===== src/hdl/ida_pkg.sv =====
`default_nettype none
package ida_pkg;

  // averager sizing
  localparam int AVERAGE_COUNT = 5;
  localparam int ADC_BITS      = 12;
  localparam int SAMPLE_W      = 12;
  localparam int AVG_W         = 12;
  localparam int SUM_W         = ADC_BITS + $clog2(AVERAGE_COUNT);
  localparam int CNT_W         = $clog2(AVERAGE_COUNT + 1);

  // divide by AVERAGE_COUNT as multiply by a rounded-up reciprocal
  localparam int DIV_SHIFT = SUM_W + $clog2(AVERAGE_COUNT);
  localparam int RECIP_W   = DIV_SHIFT + 1;
  localparam int PROD_W    = SUM_W + RECIP_W + AVG_W;
  localparam logic [RECIP_W-1:0] DIV_RECIP =
    RECIP_W'(((64'd1 << DIV_SHIFT) + 64'(AVERAGE_COUNT) - 64'd1) / 64'(AVERAGE_COUNT));

  // sample mask in the field width
  localparam logic [SAMPLE_W-1:0] ADC_MASK = SAMPLE_W'((64'd1 << ADC_BITS) - 64'd1);

  // debounce
  localparam int THR_W   = 8;
  localparam int NUM_CH  = 2;
  localparam logic [THR_W-1:0] UP_THR_A_RST = 8'd50;
  localparam logic [THR_W-1:0] DN_THR_A_RST = 8'd50;
  localparam logic [THR_W-1:0] UP_THR_B_RST = 8'd5;
  localparam logic [THR_W-1:0] DN_THR_B_RST = 8'd5;

  // configuration register indexes
  localparam int CFG_INDEX_W = 8;
  localparam logic [CFG_INDEX_W-1:0] REG_UP_THR_A = 8'd0;
  localparam logic [CFG_INDEX_W-1:0] REG_DN_THR_A = 8'd1;
  localparam logic [CFG_INDEX_W-1:0] REG_UP_THR_B = 8'd2;
  localparam logic [CFG_INDEX_W-1:0] REG_DN_THR_B = 8'd3;

  // command codes
  localparam logic CMD_TICK = 1'b0;
  localparam logic CMD_ADC  = 1'b1;

  typedef struct packed {
    logic             state;
    logic [THR_W-1:0] up_cnt;
    logic [THR_W-1:0] dn_cnt;
  } chan_t;

  typedef struct packed {
    logic [THR_W-1:0] up_thr;
    logic [THR_W-1:0] dn_thr;
  } thr_t;

endpackage
`default_nettype wire


===== src/hdl/input_debounce_and_adc_average.sv =====
`default_nettype none
// the result beat is registered from an accepted input beat and is offered in the next cycle
// throughput: one item per cycle; the single result register is the only stage,
// and input is taken whenever that register is empty or being drained
// reset (rst, synchronous): counters, debounced states, sum, count and average
// go to zero, thresholds to 50/50 (channel A) and 5/5 (channel B), no result pending
module input_debounce_and_adc_average (
  input  wire logic                             clk,
  input  wire logic                             rst,
  // configuration write channel
  input  wire logic                             cfg_valid,
  output logic                                  cfg_ready,
  input  wire logic [ida_pkg::CFG_INDEX_W-1:0]  cfg_index,
  input  wire logic [ida_pkg::THR_W-1:0]        cfg_data,
  // input stream
  input  wire logic                             s_axis_tvalid,
  output logic                                  s_axis_tready,
  input  wire logic [15:0]                      s_axis_tdata,  // [1:0] pin_levels, [13:2] adc_sample, [15:14] zero
  input  wire logic                             s_axis_tuser,  // command
  // result stream
  output logic                                  m_axis_tvalid,
  input  wire logic                             m_axis_tready,
  output logic [15:0]                           m_axis_tdata,  // [0] debounced_a, [1] debounced_b, [13:2] analog_average, [15:14] zero
  output logic                                  m_axis_tuser   // average_updated
);
  import ida_pkg::*;

  // threshold registers, one set per channel
  thr_t thr [NUM_CH];

  // channel state and averager state
  chan_t              chan      [NUM_CH];
  chan_t              chan_next [NUM_CH];
  logic [SUM_W-1:0]   sample_sum, sample_sum_next;
  logic [CNT_W-1:0]   sample_count, sample_count_next;
  logic [AVG_W-1:0]   average_value, average_value_next;
  logic               updated_next;

  // input unpacking
  logic [1:0]          pin_levels;
  logic [SAMPLE_W-1:0] adc_sample;
  logic                in_beat;

  // divide-by-count product off the stored sum
  logic [PROD_W-1:0]   quot_prod;

  assign pin_levels = s_axis_tdata[1:0];
  assign adc_sample = s_axis_tdata[13:2] & ADC_MASK;

  // config is always taken; the user must write only while idle, the block does not enforce it
  assign cfg_ready = 1'b1;

  // result register frees up when drained
  assign s_axis_tready = !m_axis_tvalid || m_axis_tready;
  assign in_beat       = s_axis_tvalid && s_axis_tready;

  always_ff @(posedge clk) begin
    if (rst) begin
      thr[0] <= '{up_thr: UP_THR_A_RST, dn_thr: DN_THR_A_RST};
      thr[1] <= '{up_thr: UP_THR_B_RST, dn_thr: DN_THR_B_RST};
    end else if (cfg_valid) begin
      unique case (cfg_index)
        REG_UP_THR_A: thr[0].up_thr <= cfg_data;
        REG_DN_THR_A: thr[0].dn_thr <= cfg_data;
        REG_UP_THR_B: thr[1].up_thr <= cfg_data;
        REG_DN_THR_B: thr[1].dn_thr <= cfg_data;
        default: ;  // indexes beyond the list are dropped
      endcase
    end
  end

  // integrating counter: saturates at threshold, then flips state and clears the other side
  function automatic chan_t debounce_step(chan_t c, logic level, thr_t t);
    chan_t r;
    r = c;
    if (!level) begin
      if (c.up_cnt < t.up_thr) begin
        r.up_cnt = c.up_cnt + THR_W'(1);
      end else begin
        r.state  = 1'b1;
        r.dn_cnt = '0;
      end
    end else begin
      if (c.dn_cnt < t.dn_thr) begin
        r.dn_cnt = c.dn_cnt + THR_W'(1);
      end else begin
        r.state  = 1'b0;
        r.up_cnt = '0;
      end
    end
    return r;
  endfunction

  assign quot_prod = PROD_W'(sample_sum) * PROD_W'(DIV_RECIP);

  always_comb begin
    chan_next[0]       = chan[0];
    chan_next[1]       = chan[1];
    sample_sum_next    = sample_sum;
    sample_count_next  = sample_count;
    average_value_next = average_value;
    updated_next       = 1'b0;
    if (in_beat) begin
      if (s_axis_tuser == CMD_TICK) begin
        chan_next[0] = debounce_step(chan[0], pin_levels[0], thr[0]);
        chan_next[1] = debounce_step(chan[1], pin_levels[1], thr[1]);
      end else if (sample_count < CNT_W'(AVERAGE_COUNT)) begin
        sample_count_next = sample_count + CNT_W'(1);
        sample_sum_next   = sample_sum + SUM_W'(adc_sample);
      end else begin
        // publishing call: its own sample is dropped
        average_value_next = quot_prod[DIV_SHIFT +: AVG_W];
        sample_sum_next    = '0;
        sample_count_next  = '0;
        updated_next       = 1'b1;
      end
    end
  end

  always_ff @(posedge clk) begin
    if (rst) begin
      chan[0]       <= '0;
      chan[1]       <= '0;
      sample_sum    <= '0;
      sample_count  <= '0;
      average_value <= '0;
    end else begin
      chan[0]       <= chan_next[0];
      chan[1]       <= chan_next[1];
      sample_sum    <= sample_sum_next;
      sample_count  <= sample_count_next;
      average_value <= average_value_next;
    end
  end

  // result register
  always_ff @(posedge clk) begin
    if (rst) begin
      m_axis_tvalid <= 1'b0;
    end else if (in_beat) begin
      m_axis_tvalid <= 1'b1;
    end else if (m_axis_tready) begin
      m_axis_tvalid <= 1'b0;
    end
  end

  always_ff @(posedge clk) begin
    if (in_beat) begin
      m_axis_tdata <= {2'b00, average_value_next, chan_next[1].state, chan_next[0].state};
      m_axis_tuser <= updated_next;
    end
  end

  // checks
  a_count_bounded: assert property (@(posedge clk) disable iff (rst)
    sample_count <= CNT_W'(AVERAGE_COUNT))
    else $error("sample count ran past the averaging length");

  a_tick_no_publish: assert property (@(posedge clk) disable iff (rst)
    in_beat && s_axis_tuser == CMD_TICK |=> !m_axis_tuser)
    else $error("tick beat flagged a new average");

  a_adc_keeps_debounce: assert property (@(posedge clk) disable iff (rst)
    in_beat && s_axis_tuser == CMD_ADC |=> chan[0] == $past(chan[0]) && chan[1] == $past(chan[1]))
    else $error("adc beat changed debounce state");

  a_publish_clears: assert property (@(posedge clk) disable iff (rst)
    in_beat && s_axis_tuser == CMD_ADC && sample_count == CNT_W'(AVERAGE_COUNT)
    |=> sample_count == '0 && sample_sum == '0 && m_axis_tuser)
    else $error("publishing beat did not restart the averager");

endmodule
`default_nettype wire


===== config.mk =====
export PLATFORM = sky130hd
export DESIGN_NAME = input_debounce_and_adc_average
export DESIGN_NICKNAME = d
export VERILOG_FILES = /design/src/hdl/ida_pkg.sv /design/src/hdl/input_debounce_and_adc_average.sv
export SDC_FILE = /design/constraint.sdc
export NUM_CORES = 1
export LEC_CHECK = 0
export ABC_AREA = 0
export BUFFER_PORTS_ARGS = -buffer_cell sky130_fd_sc_hd__buf_2
export CAP_MARGIN = 20
export CORE_MARGIN = 8
export CORE_UTILIZATION = 40
export CTS_BUF_LIST = sky130_fd_sc_hd__clkbuf_2 sky130_fd_sc_hd__clkbuf_4 sky130_fd_sc_hd__clkbuf_8
export DETAILED_ROUTE_END_ITERATION = 8
export GPL_TIMING_DRIVEN = 0
export REMOVE_ABC_BUFFERS = 1
export SLEW_MARGIN = 20
export SYNTH_ARGS = -nofsm -noshare
export SYNTH_HDL_FRONTEND = slang
export SYNTH_SLANG_ARGS = --single-unit

===== constraint.sdc =====
create_clock -name clk -period 10.1 [get_ports clk]
set_input_delay 0.505 -clock clk [delete_from_list [all_inputs] [get_ports clk]]
set_output_delay 0.505 -clock clk [all_outputs]
set_load 0.05 [all_outputs]

[Word level (Yosys, flattened, before mapping)]
Memory sizes are Yosys's and may differ from the RTL's.
Index checks and enable logic that the tools add are counted.
Operators by class
  $add $sub $neg: 6
  multiply operators: 1
  divide/modulo/power cells: 0
  magnitude comparators: 5
  equality and inequality tests: 3
  shifts and indexed selects: 0
  mux-type cells: 47
  bitwise logic cells: 6
  reduce and logical (&&, ||, !) cells: 6
Operators by type and width (number)
  $mux 8: 10
  $mux 17: 4
  $mux 34: 2
  $mux 12: 3
  $add 8x1->8 const B: 4
  $lt 8x8->1: 4
  $mul 15x16->30 const B: 1
  $mux 1: 24
  $mux 9: 2
  $eq 8x2->1 const B: 2
  $add 15x12->15: 1
  $mux 15: 1
  $eq 8x1->1 const B: 1
  $logic_not 8->1: 1
  $or 1x1->1: 6
  $add 3x1->3 const B: 1
  $lt 3x3->1 const B: 1
  $mux 3: 1
  $reduce_and 2->1: 1
  $reduce_bool 2->1: 1
  $logic_and 1x1->1: 1
  $logic_not 1->1: 1
  $logic_or 1x1->1: 1
Storage, ports and cells
  bits in registers: 46
  bits in latches: 0
  RAM bits: 66
  memory bits (read-only): 0
  bits of input ports: 38
  output and inout bits: 20
  word-level logic and storage cells: 82
  memories kept: 2
Memory list
  chan: depth 2, bits a word 17, read ports 2, clocked after Yosys merged registers in 0, write ports 2, line input_debounce_and_adc_average.sv:32  | chan_t chan [NUM_CH];
  thr: depth 2, bits a word 16, read ports 2, clocked after Yosys merged registers in 0, write ports 2, line input_debounce_and_adc_average.sv:29  | thr_t thr [NUM_CH];

[Longest topological paths before layout]
Gate-level depths: netlist of run 1.
An unclocked memory read counts as a cell.
  depth in word-level cells: 7
  gate-level depth with buffers: 20
  depth with buffers taken out: 20

[Least setup slack after synthesis of run 1]
Ideal clock, no wire load.
  path type: register to register
  start point: register sample_sum[13]
  end point: register m_axis_tdata[9] (data pin)
  library setup time: 257 ps
  data arrival time: 5107 ps
  data required time: 9843 ps
  setup slack: 4736 ps
  stages on the path, launching flop included: 20
  path buffers: 0
  period minus slack after synthesis: 5364 ps
  cell sequence: dfxtp_1 > inv_1 > ha_1 > fa_1 > fa_1 > inv_1 > ha_1 > a21o_1 > fa_1 > inv_1 > fa_1 > inv_1 > ha_1 > a21oi_1 > o211ai_1 > a21oi_1 > o211ai_1 > a311oi_1 > mux2i_1 > nand2_1
Between the ends
  cells in the longest elaborated chain, start to end: 4
Ends and longest elaborated chain
  start: declaration: line input_debounce_and_adc_average.sv:34  | logic [SUM_W-1:0] sample_sum, sample_sum_next;
  start signal: assignment: line input_debounce_and_adc_average.sv:130  | sample_sum <= sample_sum_next;
  $mul 15x16->30: line input_debounce_and_adc_average.sv:94  | assign quot_prod = PROD_W'(sample_sum) * PROD_W'(DIV_RECIP);
  $mux 12: line input_debounce_and_adc_average.sv:107  | end else if (sample_count < CNT_W'(AVERAGE_COUNT)) begin
  $mux 12: line input_debounce_and_adc_average.sv:104  | if (s_axis_tuser == CMD_TICK) begin
  $mux 12: line input_debounce_and_adc_average.sv:103  | if (in_beat) begin
  net average_value_next[7]: line input_debounce_and_adc_average.sv:36  | logic [AVG_W-1:0] average_value, average_value_next;
  end signal: assignment: line input_debounce_and_adc_average.sv:149  | m_axis_tdata <= {2'b00, average_value_next, chan_next[1].state, chan_next[0].state};
  end: declaration: line input_debounce_and_adc_average.sv:23  | output logic [15:0] m_axis_tdata,
The timed path passes the listed nets, and every way through them passes these cells.
A chain may end at the register's enable or synchronous reset.

[Final worst setup path of run 1]
Ends and elaborated chain as after synthesis.

==> summary.md, run 1 <==
| Metric | Value |
|---|---|
| Tot GR Track Use | `0.143` |
| Final antenna-violating net count | `0` |
| Max-cap viol count | `0` |
| CP Data Required Time | `10.25 ns` |
| Clock Tree Buf Depth | `2` |
| CP top delay family | `adder cells` |
| Area growth syn-to-layout | `8.04%` |
| Main synth FF type | `dfxtp_1` |
| Core area | `23500 um^2` |
| Core Util, Final | `0.440` |
| Hold_buf cts | `0` |
| Initial drt markers | `378` |
| CP Capture Type | `flip-flop` |
| Total power | `1.14 mW` |
| CTS tree | `built` |
| DRT Wirelength | `20.4 mm` |
| First-pass GRT wire length | `33.6 mm` |
| Slew headroom | `0.279` |
| Initial antenna violation count | `0` |
| Final hold slack | `0.372 ns` |
| EDFF count, synth | `47` |
| CTS sink count | `112` |
| Synth warn | `0` |
| Most frequent cells in the layout | `ha_1 (154), inv_1 (141), a21oi_1 (66)` |
| Share of cells above drive strength 1 | `0.0963` |
| # setup viols final | `0` |
| Port Buf Inserts | `52` |
| Congestion Overflow GR | `0` |
| HP Start | `s_axis_tvalid` |
| Sequential power share | `0.436` |
| Vias in the first global route | `6668` |
| Async set-reset flop share out of synthesis | `0` |
| Critical-path cell list | `inv_1, ha_1, fa_1, fa_1, inv_1, ha_1, a21o_1, fa_1, inv_1, fa_1, inv_1, ha_1, a21oi_1, o211ai_1, a21oi_1, o211ai_1, a311oi_1, mux2i_1, nand2_1` |
| Num CTS Buffers | `9` |
| Hold path depth | `3` |
| Slack of the worst reg-to-reg path | `4.12 ns` |
| Antenna Cells | `0` |
| Nets | `1282` |
| Clock Pin Slew Worst Setup and Hold Paths | `0.11 ns` |
| Largest net degree at the start of global routing | `39` |
| Hold Vio Cnt, Final | `0` |
| R2r worst-path depth | `19` |
| Status | `finished clean` |
| CP max FO | `8` |
| Clk_lat worst skew | `0.39 ns` |
| Via Count | `6928` |
| Drt pass-1 iters | `4` |
| Slew Viols, Final | `0` |
| Site Rows | `56` |
| Crit path launch type | `flip-flop` |
| Footprint of the multi-input gates | `6240 um^2` |
| Final GP Congestion | `0.842` |
| Post-Syn Instances | `988` |
| Setup Skew | `0.0172 ns` |
| Fmax | `167 MHz` |
| # IOs | `58` |
| Crit path DAT | `6.13 ns` |
| Psw | `0.413 mW` |
| Hold Crit Class | `in -> reg` |
| CTS Root Cell | `clkbuf_8` |
| Sw frac | `0.363` |
| Worst path bufs/invs | `4` |
| Final Critical Period | `5.98 ns` |
| Final worst slack | `4.12 ns` |
| RSZ-0062 raised after global routing | `no` |
| CP max stage cell | `fa_1` |
| Max incr delay on CP | `0.58 ns` |
| Netlist Area Pre-Place | `9570 um^2` |
| Post-route DRC violation count | `0` |
| Sequential-to-total area share from yosys stat | `0.284` |
| Pre-CTS setup slack | `4.06 ns` |
| Drt via density | `5.11` |
| Clk pwr share | `0.224` |
| Leak | `5.13 nW` |
| Yosys cell types | `76` |
| Post-detail-place hpwl | `16.6 mm` |
| PD cells | `110 nW/um^2` |
| Peak VDD IR | `0.0000678 V` |
| DIE AREA | `29100 um^2` |
| RR Startpoint | `sample_sum[13]$_SDFFE_PP0P_` |
| Fillers | `2297` |
| Setup_tns | `0 ns` |
| Syn_area_per_cell | `9.68 um^2` |
| Slew @ Worst Pin | `1.08 ns` |
| CTS H-tree lvls | `3` |
| Fin crit share | `0.592` |
| Crit Path Category | `reg -> reg` |
| Post-cts gate resize count | `0` |
| Internal power | `0.725 mW` |
| Comb pwr share | `0.340` |
| Most common cell after layout, fill and taps aside | `ha_1` |
| Yosys reg bits | `112` |
| WL/cell | `15.0 um` |
| Starting density of the core | `0.408` |
| Hold EP | `m_axis_tvalid$_SDFFE_PP0P_` |
| End of the worst register-to-register path | `m_axis_tdata[9]$_DFFE_PP_` |
| Die height | `171 um` |
| Sequential cell area | `2710 um^2` |
| Post-CTS setup buffer count | `0` |
| Die W | `171 um` |
==> power groups by stage <==
stage          registers (mW)  clock network (mW)  logic, mW
6_report                0.496               0.255      0.387
5_1_grt                 0.499               0.286      0.446
4_1_cts                 0.496               0.264      0.396
3_5_place_dp            0.507                   0      0.393
3_3_place_gp            0.506                   0      0.389
2_1_floorplan           0.513                   0      0.283
==> routing by layer <==
metal,global-route usage,vias to the layer above,part of all wire
met3,0.0242,10,0.038
met4,0.0252,0,0.0076
li1,-,3562,-
met5,0,-,0
met2,0.217,83,0.43
met1,0.211,3273,0.52
==> cells by family after synthesis <==
kind of cell / Yosys count / synth area share
simple gates: 251 / 0.137
compound gates: 208 / 0.151
fa+ha+maj: 211 / 0.321
other cells: 2 / 0.000785
mux: 11 / 0.0120
flops: 112 / 0.284
xor+xnor: 32 / 0.0293
buf+inv: 161 / 0.0651
==> layout make-up <==
cell class | count | share of cell area
flip-flops and latches | 112 | 0.262
well taps | 319 | 0.0386
repair buffers | 53 | 0.0259
multi-input cells | 716 | 0.604
clock buffers | 9 | 0.0120
clock inverters | 7 | 0.00569
inverters | 141 | 0.0512
==> cell usage after synthesis (17+ instances only) <==
cell type,count,area share
ha_1,154,0.20
xor2_1,17,0.016
inv_1,141,0.055
fa_1,57,0.12
a21o_1,22,0.017
nand3_1,28,0.015
edfxtp_1,47,0.15
nand2_1,57,0.022
o21ai_0,30,0.016
dfxtp_1,65,0.14
nor2_1,48,0.019
and2_1,23,0.015
a21oi_1,66,0.035
nand4_1,18,0.012
==> sequential cells by signal, indices dropped and copies added (netlist names) <==
signal         count
sample_count       3
m_axis_tvalid      1
average_value     12
m_axis_tdata      14
thr               32
m_axis_tuser       1
sample_sum        15
chan              34
==> worst max path at each step <==
| stage | slack [ns] | end | depth (start not counted) | from |
|---|---|---|---|---|
| floorplan | 4.74 | m_axis_tdata[9]$_DFFE_PP_ | 19 | sample_sum[13]$_SDFFE_PP0P_ |
| detailed placement | 4.06 | m_axis_tdata[9]$_DFFE_PP_ | 19 | sample_sum[13]$_SDFFE_PP0P_ |
| global placement | 4.08 | m_axis_tdata[9]$_DFFE_PP_ | 19 | sample_sum[13]$_SDFFE_PP0P_ |
| global route | 3.75 | m_axis_tdata[9]$_DFFE_PP_ | 19 | sample_sum[13]$_SDFFE_PP0P_ |
| CTS | 4.06 | m_axis_tdata[9]$_DFFE_PP_ | 19 | sample_sum[13]$_SDFFE_PP0P_ |
| finish | 4.12 | m_axis_tdata[9]$_DFFE_PP_ | 19 | sample_sum[13]$_SDFFE_PP0P_ |
==> tightest hold or removal path: stages <==
cell and delay (ns):
buf_2 0.12, inv_1 0.05, a21oi_1 0.05
==> per-stage QoR <==
| step | cell area, um^2 | std cells |
|---|---|---|
| 5_1_grt | 10300 | 1357 |
| 3_3_place_gp | 10100 | 1340 |
| 3_5_place_dp | 10100 | 1340 |
| 4_1_cts | 10300 | 1356 |
| 2_1_floorplan | 9480 | 969 |
| 6_report | 10300 | 1357 |
(Power assumes the default switching activity.)
==> run 2: changes to the inputs <==
- clock period: 10.1 -> 6.3 ns (I/O delays scaled with it)
==> run 2 against run 1 <==
Register-to-register slack worse by 3.6 ns. Total power grew 60%. Sequential cell count stayed put. Clock power up 61%. Sequential share of layout area hardly changed. Highest routed layer unchanged. Critical path type unchanged. Combinational power grew 60%. Worst setup slack got worse by 3.6 ns. Core utilization is essentially flat.
==> summary.md, run 2 (synthesis gave the netlist of run 1 again) <==
| Metric | Value |
|---|---|
| Crit path DAT | `5.97 ns` |
| Hold Crit Class | `in -> reg` |
| CTS Root Cell | `clkbuf_8` |
| Slew Viols, Final | `0` |
| Tot GR Track Use | `0.143` |
| Hold Vio Cnt, Final | `0` |
| Most frequent cells in the layout | `ha_1 (154), inv_1 (141), a21oi_1 (66)` |
| Setup Skew | `0.0181 ns` |
| Congestion Overflow GR | `0` |
| DRT Wirelength | `20.4 mm` |
| Clk_lat worst skew | `0.39 ns` |
| CTS H-tree lvls | `3` |
| Most common cell after layout, fill and taps aside | `ha_1` |
| Slew @ Worst Pin | `1.07 ns` |
| Site Rows | `56` |
| Vias in the first global route | `6668` |
| Worst setup path end | `m_axis_tdata[9]$_DFFE_PP_` |
| Die height | `171 um` |
| Drt pass-1 iters | `4` |
| # IOs | `58` |
| Post-detail-place hpwl | `16.6 mm` |
| Slew headroom | `0.283` |
| Slack of the worst reg-to-reg path | `0.48 ns` |
| Max reg flops | `34` |
| Leak | `5.13 nW` |
| CP Data Required Time | `6.44 ns` |
| Post-cts gate resize count | `0` |
| Via Count | `6956` |
| PD cells | `177 nW/um^2` |
| First-pass GRT wire length | `33.6 mm` |
| Clock Pin Slew Worst Setup and Hold Paths | `0.11 ns` |
| Num CTS Buffers | `9` |
| Peak VDD IR | `0.000110 V` |
| Post-CTS setup buffer count | `0` |
| Starting density of the core | `0.408` |
| Initial drt markers | `361` |
| Largest regs | `chan: 34 flops, thr: 32 flops, sample_sum: 15 flops` |
| Area growth syn-to-layout | `8.11%` |
| CP Capture Type | `flip-flop` |
| Antenna Cells | `0` |
| Crit path launch type | `flip-flop` |
| Cell Area, Placed | `10100 um^2` |
| Core area | `23500 um^2` |
| Clock Tree Buf Depth | `2` |
| DIE AREA | `29100 um^2` |
| Share of cells above drive strength 1 | `0.0973` |
| Die W | `171 um` |
| R2r worst-path depth | `19` |
| Status | `finished clean` |
| Drt via density | `5.13` |
| # setup viols final | `0` |
| Final GP Congestion | `0.842` |
| WL/cell | `15.0 um` |
| Hold_buf cts | `0` |
| Fin crit share | `0.924` |
| RSZ-0062 raised after global routing | `no` |
| Initial antenna violation count | `0` |
| Setup_tns | `0 ns` |
| Biggest register | `chan` |
| Final hold slack | `0.183 ns` |
| Fmax | `172 MHz` |
| Max-cap viol count | `0` |
| Final Critical Period | `5.82 ns` |
| Design area | `10300 um^2` |
| Post-route DRC violation count | `0` |
| Port Buf Inserts | `52` |
| CTS tree | `built` |
| Largest net degree at the start of global routing | `39` |
| End of the worst register-to-register path | `m_axis_tdata[9]$_DFFE_PP_` |
| Critical path origin | `sample_sum[13]$_SDFFE_PP0P_` |
| Nets | `1282` |
| RR Startpoint | `sample_sum[13]$_SDFFE_PP0P_` |
| CP max FO | `8` |
| CTS sink count | `112` |
| Crit Path Category | `reg -> reg` |
| Final antenna-violating net count | `0` |
[run 2: cell counts in the layout (fill, tap and decap cells not counted)]
No cell type changed its count.
[run 2: area by class of cell]
class                           count  area [um^2]
Inverter                          141          529
Clock inverter                      7         58.8
Tap cell                          319          399
Fill cell                        2296        13100
Timing Repair Buffer               53          268
Sequential cell                   112         2710
Multi-Input combinational cell    716         6250
Clock buffer                        9          124
[run 2: metrics by stage]
| step | worst slack [ns] | cells | power [mW] | utilization |
|---|---|---|---|---|
| global placement | 0.282 | 1340 | 1.44 | 0.432 |
| floorplan | 0.936 | 969 | 1.28 | - |
| finish | 0.478 | 1357 | 1.83 | 0.441 |
| detailed placement | 0.264 | 1340 | 1.44 | 0.432 |
| global route | 0.128 | 1357 | 1.97 | 0.441 |
| CTS | 0.260 | 1356 | 1.85 | 0.440 |
[run 2: per-layer routing]
layer | up-vias | routed length, um | GRT usage
met5 | - | 0 | 0
met2 | 105 | 8860 | 0.217
met4 | 0 | 154 | 0.0252
met1 | 3278 | 10500 | 0.211
li1 | 3564 | - | -
met3 | 9 | 862 | 0.0242
[run 2: power breakdown]
| group | leakage (nW) | internal, mW | total, mW | switching, mW |
|---|---|---|---|---|
| combinational | 4.06 | 0.238 | 0.621 | 0.383 |
| clock | 0.0884 | 0.148 | 0.410 | 0.262 |
| sequential | 0.987 | 0.777 | 0.796 | 0.0190 |
| total | 5.13 | 1.16 | 1.83 | 0.664 |
[run 2: worst min path at each step]
stage,from,endpoint,slack (ns),depth (start not counted)
3_5_place_dp,average_value[9]$_SDFF_PP0_,average_value[9]$_SDFF_PP0_,0.45,2
4_1_cts,s_axis_tvalid,m_axis_tvalid$_SDFFE_PP0P_,0.17,3
5_1_grt,s_axis_tvalid,m_axis_tvalid$_SDFFE_PP0P_,0.18,3
3_3_place_gp,average_value[9]$_SDFF_PP0_,average_value[9]$_SDFF_PP0_,0.44,2
6_report,s_axis_tvalid,m_axis_tvalid$_SDFFE_PP0P_,0.18,3
2_1_floorplan,rst,average_value[11]$_SDFF_PP0_,0.38,1
[run 2: worst max-delay path: stages (launching register included)]
cell      delay (ns)
dfxtp_1         0.51
inv_1           0.08
ha_1            0.34
fa_1            0.58
fa_1            0.54
inv_1           0.04
ha_1            0.31
a21o_1          0.21
fa_1            0.51
inv_1           0.06
fa_1            0.52
inv_1           0.04
ha_1            0.35
a21oi_1         0.18
o211ai_1        0.12
a21oi_1         0.20
o211ai_1        0.17
a311oi_2        0.41
mux2i_1         0.34
nand2_1         0.09
